<file path="src/bfc_pkg.sv">
package bfc_pkg;

	localparam int COORD_WIDTH = 32;
	localparam int FRAC_BITS   = 16;

	localparam int CFG_REGS  = 8;
	localparam int CFG_IDX_W = 3;
	localparam int CFG_W     = 64;
	localparam int ELEM_W    = 32;

	// identity matrix in Q16.16
	localparam logic [CFG_W-1:0] CFG_RESET [CFG_REGS] = '{
		64'd65536, 64'd0, 64'd281474976710656, 64'd0,
		64'd0, 64'd65536, 64'd0, 64'd281474976710656
	};

	typedef struct packed {
		logic signed [31:0] box_min_x;
		logic signed [31:0] box_min_y;
		logic signed [31:0] box_min_z;
		logic signed [31:0] box_max_x;
		logic signed [31:0] box_max_y;
		logic signed [31:0] box_max_z;
	} in_t;

	typedef struct packed {
		logic fully_inside;
		logic touches_clip_box;
		logic divide_fault;
	} out_t;

	typedef struct packed {
		logic fault;
		logic ok;
	} div_res_t;

	// width of a transformed homogeneous coordinate
	function automatic int sum_width(input int cw, input int fb);
		int sw;
		begin
			sw = ELEM_W + cw - fb;
			if (sw < ELEM_W) begin
				sw = ELEM_W;
			end
			return sw + 2;
		end
	endfunction

endpackage

</file>
<file path="src/bfc_div_check.sv">
module bfc_div_check #(
	parameter int COORD_WIDTH = bfc_pkg::COORD_WIDTH,
	parameter int FRAC_BITS   = bfc_pkg::FRAC_BITS
) (
	input  logic [bfc_pkg::sum_width(COORD_WIDTH, FRAC_BITS)-1:0] an,
	input  logic [bfc_pkg::sum_width(COORD_WIDTH, FRAC_BITS)-1:0] aw,
	input  logic                                                  neg,
	input  logic                                                  is_z,
	output bfc_pkg::div_res_t                                     res
);

	localparam int TW   = bfc_pkg::sum_width(COORD_WIDTH, FRAC_BITS);
	localparam int CMPW = TW + FRAC_BITS + COORD_WIDTH + 1;

	logic [CMPW-1:0] a_sh;
	logic [CMPW-1:0] w_ext;
	logic [CMPW-1:0] w_sh;
	logic [CMPW-1:0] lim_b;
	logic [CMPW-1:0] one_b;

	// quotient q = floor(an * 2^F / aw) is bounded by comparing an * 2^F against aw * (k + 1)
	always_comb begin
		a_sh  = CMPW'(an) << FRAC_BITS;
		w_ext = CMPW'(aw);
		w_sh  = w_ext << FRAC_BITS;
		lim_b = (w_ext << (COORD_WIDTH - 1)) + (neg ? w_ext : '0);
		one_b = w_sh + w_ext;
		res.fault = (aw == '0) || !(a_sh < lim_b);
		if (is_z && neg) begin
			res.ok = !res.fault && (a_sh < w_ext);
		end else begin
			res.ok = !res.fault && (a_sh < one_b);
		end
	end

endmodule
</file>
<file path="config.mk">
export PLATFORM = sky130hd
export DESIGN_NAME = bfc_div_check
export DESIGN_NICKNAME = d
export VERILOG_FILES = /design/src/bfc_pkg.sv /design/src/bfc_div_check.sv
export SDC_FILE = /design/constraint.sdc
export NUM_CORES = 1
export LEC_CHECK = 0
export BUFFER_PORTS_ARGS = -buffer_cell sky130_fd_sc_hd__buf_4
export CAP_MARGIN = 0
export CORE_MARGIN = 2
export CORE_UTILIZATION = 56
export DETAILED_ROUTE_END_ITERATION = 8
export PLACE_DENSITY = 0.78
export SYNTH_ARGS = -nofsm -noshare
export SYNTH_HDL_FRONTEND = slang
export SYNTH_SLANG_ARGS = --single-unit
</file>
<file path="constraint.sdc">
create_clock -name vclk -period 12.19
set_input_delay 3.0475 -clock vclk [all_inputs]
set_output_delay 3.0475 -clock vclk [all_outputs]
set_load 0.005 [all_outputs]
</file>
* After elaboration in Yosys (flattened, before gate mapping)
Index checks and enable logic that the tools add are counted.
** Word-level totals
- Input bits :: 102
- Flip-flop bits (word level) :: 0
- Output and inout port bits :: 2
- Logic and storage cells :: 14
** Operators by class
- Reduce and logical (&&, ||, !) cells :: 7
- Magnitude comparators :: 3
- Add/sub/neg operators :: 2
- Mux-type cells :: 2
** Operator list (count)
- $lt 66x99->1 :: 1
- $add 81x50->82 :: 1
- $lt 66x82->1 :: 1
- $add 66x50->67 :: 1
- $lt 66x50->1 :: 1
- $logic_not 50->1 :: 1
- $mux 50 :: 1
- $logic_and 1x1->1 :: 3
- $logic_not 1->1 :: 2
- $logic_or 1x1->1 :: 1
- $mux 1 :: 1

* Longest topological paths before layout
- Word-level depth :: 8
- Mapped depth :: 23
- Gate-level depth less buffers :: 22

* Worst setup path before layout
No wires, ideal clock.
- Kind :: input -> output
- From :: input aw[0] in the netlist's numbering
- To :: output res[0] in the netlist's numbering
- Buffers on the path :: 1
- Setup slack :: 1.908 ns
- Required time :: 9.142 ns
- Arrival time :: 7.234 ns
- Cell stages on the path :: 21
- Cells stage by stage :: ha_1 fa_1 a211oi_1 o21ai_0 nand3_1 a211oi_2 o211ai_1 a31oi_2 a211o_1 buf_4 nand3_1 xnor2_1 ha_1 nand3_1 or3_1 or4_1 o211a_1 o311ai_1 o211ai_1 a21oi_1 nor3_1
** RTL lines
- from (decl) :: RTL line bfc_div_check.sv:6 : input logic [bfc_pkg::sum_width(COORD_WIDTH, FRAC_BITS)-1:0] aw,
- to (decl) :: RTL line bfc_div_check.sv:9 : output bfc_pkg::div_res_t res

==> qor.yml <==
cells_and_area:
  drive_gt1_share_pct: 11.46
  utilization_pct: 64.21
  register_area_um2: 0
  final_nets: 1349
  final_cell_mix: "ha_1 (187), buf_4 (104), a21oi_1 (81), nand2_1 (74), xnor2_1 (60)"
  nClkBuffers: 0
  n_sequential_cell: 0
  syn2layout_area_growth_pct: 12.86
  antenna_cells: 0
  layout_commonest_cell: "ha_1"
power_and_ir_drop:
  clkPwrFrac_pct: 0
  p_per_area_nw_per_um2: 49.93
  p_comb_share_pct: 100.0
  vdd_drop_max_mv: 0.03194
  internal-power_uw: 168.7
  power_leakage_nw: 3.887
  switching_power_uw: 232.6
  seqPwrFrac_pct: 0
  p_sw_share_pct: 57.97
routing:
  routedWlPerCell_um: 21.95
  drc: 0
  antenna_left: 0
  drt_iter0_markers: 941
  wirelength_um: 26960
  num_vias: 8246
  drtPass1Iterations: 5
  viasPerCell: 6.715
grt:
  grt_pass1_vias: 7630
  grt_overflow: 0
  grt_antenna_before_repair: 0
  grt_pass1_wl_um: 41040
  grt_max_degree: 37
  grt_use_total_pct: 39.20
timing:
  rsz0062_at_grt: "no"
  finalSetupTns_ps: 0
  worst_slew_pin_slew_ps: 774.2
  finalCriticalPeriod_ps: 11300
  period_share_pct: 92.72
  fmax_ghz: 0.08847
  hold_viol_final: 0
  drv_slew: 0
  maxSlewHeadroom_pct: 47.91
  setup_viol: 0
worst_setup_path:
  cp_slowest_cell: "or4_1"
  crit_buf_inv: 2
  worstSetupStartpointType: "input port"
  crit_type: "in -> out"
  max_stage_delay_ps: 490
  worstPathArrival_ps: 8260
  path_cells: "buf_4 -> ha_1 -> fa_1 -> a211oi_1 -> o21ai_0 -> nand3_1 -> a211oi_2 -> o211ai_1 -> a31oi_2 -> a211o_1 -> nand3_1 -> xnor2_1 -> ha_1 -> nand3_1 -> or3_1 -> or4_1 -> o211a_1 -> o311ai_1 -> o211ai_1 -> a21oi_1 -> nor3_1 -> buf_4"
  crit_fanout: 8
  path_delay_family: "compound AO/OA/AOI/OAI gates"
  end_kind: "output port"
  cp.required_ps: 9140
  crit_top_cell: "nand3_1"
clock_tree:
  cts_setup_buffers: 0
  cts_resized: 0
  cts_hold_buffers: 0
synth:
  synth_mux_area_share_pct: 0.2811
  synthDistinctLibCells: 66
  netlist_instances: 970
  synth_compound_area_share_pct: 28.58
  synth_top_area_share_pct: 32.85
  synthAdderAreaFrac_pct: 33.42
  yosysWarnings: 0
  synthTopCellsByArea: "ha_1 (33%), xnor2_1 (7.4%), a21o_1 (6.1%)"
  avgSynthCellArea_um2: 7.342
  yosys.area_share.simple_pct: 23.70
  synth_top_family_by_area: "adder cells"
  ys_seq_area_share_pct: 0
  synth_xor_area_share_pct: 9.838
  yosysTopAreaCell: "ha_1"
  syn-num-nets: 1261
  syn_area_um2: 7122
placed_design:
  place_congestion: 1.014
  detailedPlacementHpwl_um: 22730
  numPortBuffers: 104
die:
  initial_core_util_pct: 56.90
  die_w_um: 116.8
  die_h_um: 116.8
  core-area_um2: 12520
  row_count: 41
  die_area_um2: 13640
  num_io_pins: 104
job:
  cap_violations: 0
run_status:
  status: "finished, final reports clean"
min_path:
  hp-class: "in -> out"
## power by group through the flow
stage / sequential (mW) / combinational (mW) / clock (mW)
2_1_floorplan: 0 / 0.262 / 0
3_3_place_gp: 0 / 0.382 / 0
3_5_place_dp: 0 / 0.388 / 0
4_1_cts: 0 / 0.391 / 0
5_1_grt: 0 / 0.444 / 0
6_report: 0 / 0.401 / 0
## metrics by stage
stage | total power, mW | hold WS [ps] | area, µm² | setup WS, ps | std cells
2_1_floorplan | 0.2620 | 6376 | 7122 | 1908 | 970
3_3_place_gp | 0.3820 | 6787 | 8038 | 1184 | 1228
3_5_place_dp | 0.3880 | 6794 | 8038 | 1018 | 1228
4_1_cts | 0.3905 | 6797 | 8038 | 996.6 | 1228
5_1_grt | 0.4440 | 6826 | 8038 | 662.7 | 1228
6_report | 0.4013 | 6807 | 8038 | 886.9 | 1228
## worst min-delay path, delay by kind of cell
kind,cells,cell delay [ps]
and+or+nand+nor,4,450
buffers and inverters,2,270
## metal layers
metal,part of all wire (%),routed length [µm],GRT usage (%),vias to the layer above
met5,0,0,0,-
met4,5.6,1498,17.41,0
met3,11,3024,6.334,130
met2,42,11190,60.58,486
met1,42,11240,53.71,3756
li1,-,-,-,3874
## cells in the mapped netlist (all sizes together), types with 17 or more instances
library cell and number:
ha 187, nor3 17, o21ai 54, and2 31, xor2 20, nand2 74
o211ai 17, nor4 20, nand3 32, a211oi 17, a21o 58, inv 58
nand4 43, nor2 52, xnor2 60, a21oi 81
## logic make-up after synthesis
logic type                 after synthesis
adders and majority gates              189
AOI/OAI and AO/OA                      306
xor gates and xnor gates                80
buffers and inverters                   76
and+or+nand+nor                        317
muxes                                    2
## path summary, 6_finish.rpt
path / startpoint / end / slack (ps) / depth (start not counted)
setup / recovery: aw[16] / res[0] / 890 / 22
hold / removal: aw[16] / res[0] / 6810 / 6
## area by class of cell
| class | instances | area, µm² |
|---|---|---|
| multi-input combinational | 894 | 6824 |
| inverter | 58 | 217.7 |
| fill | 1213 | 4479 |
| tap | 172 | 215.2 |
| timing repair buffer | 104 | 780.7 |
Power figures use the tool's default switching activity.
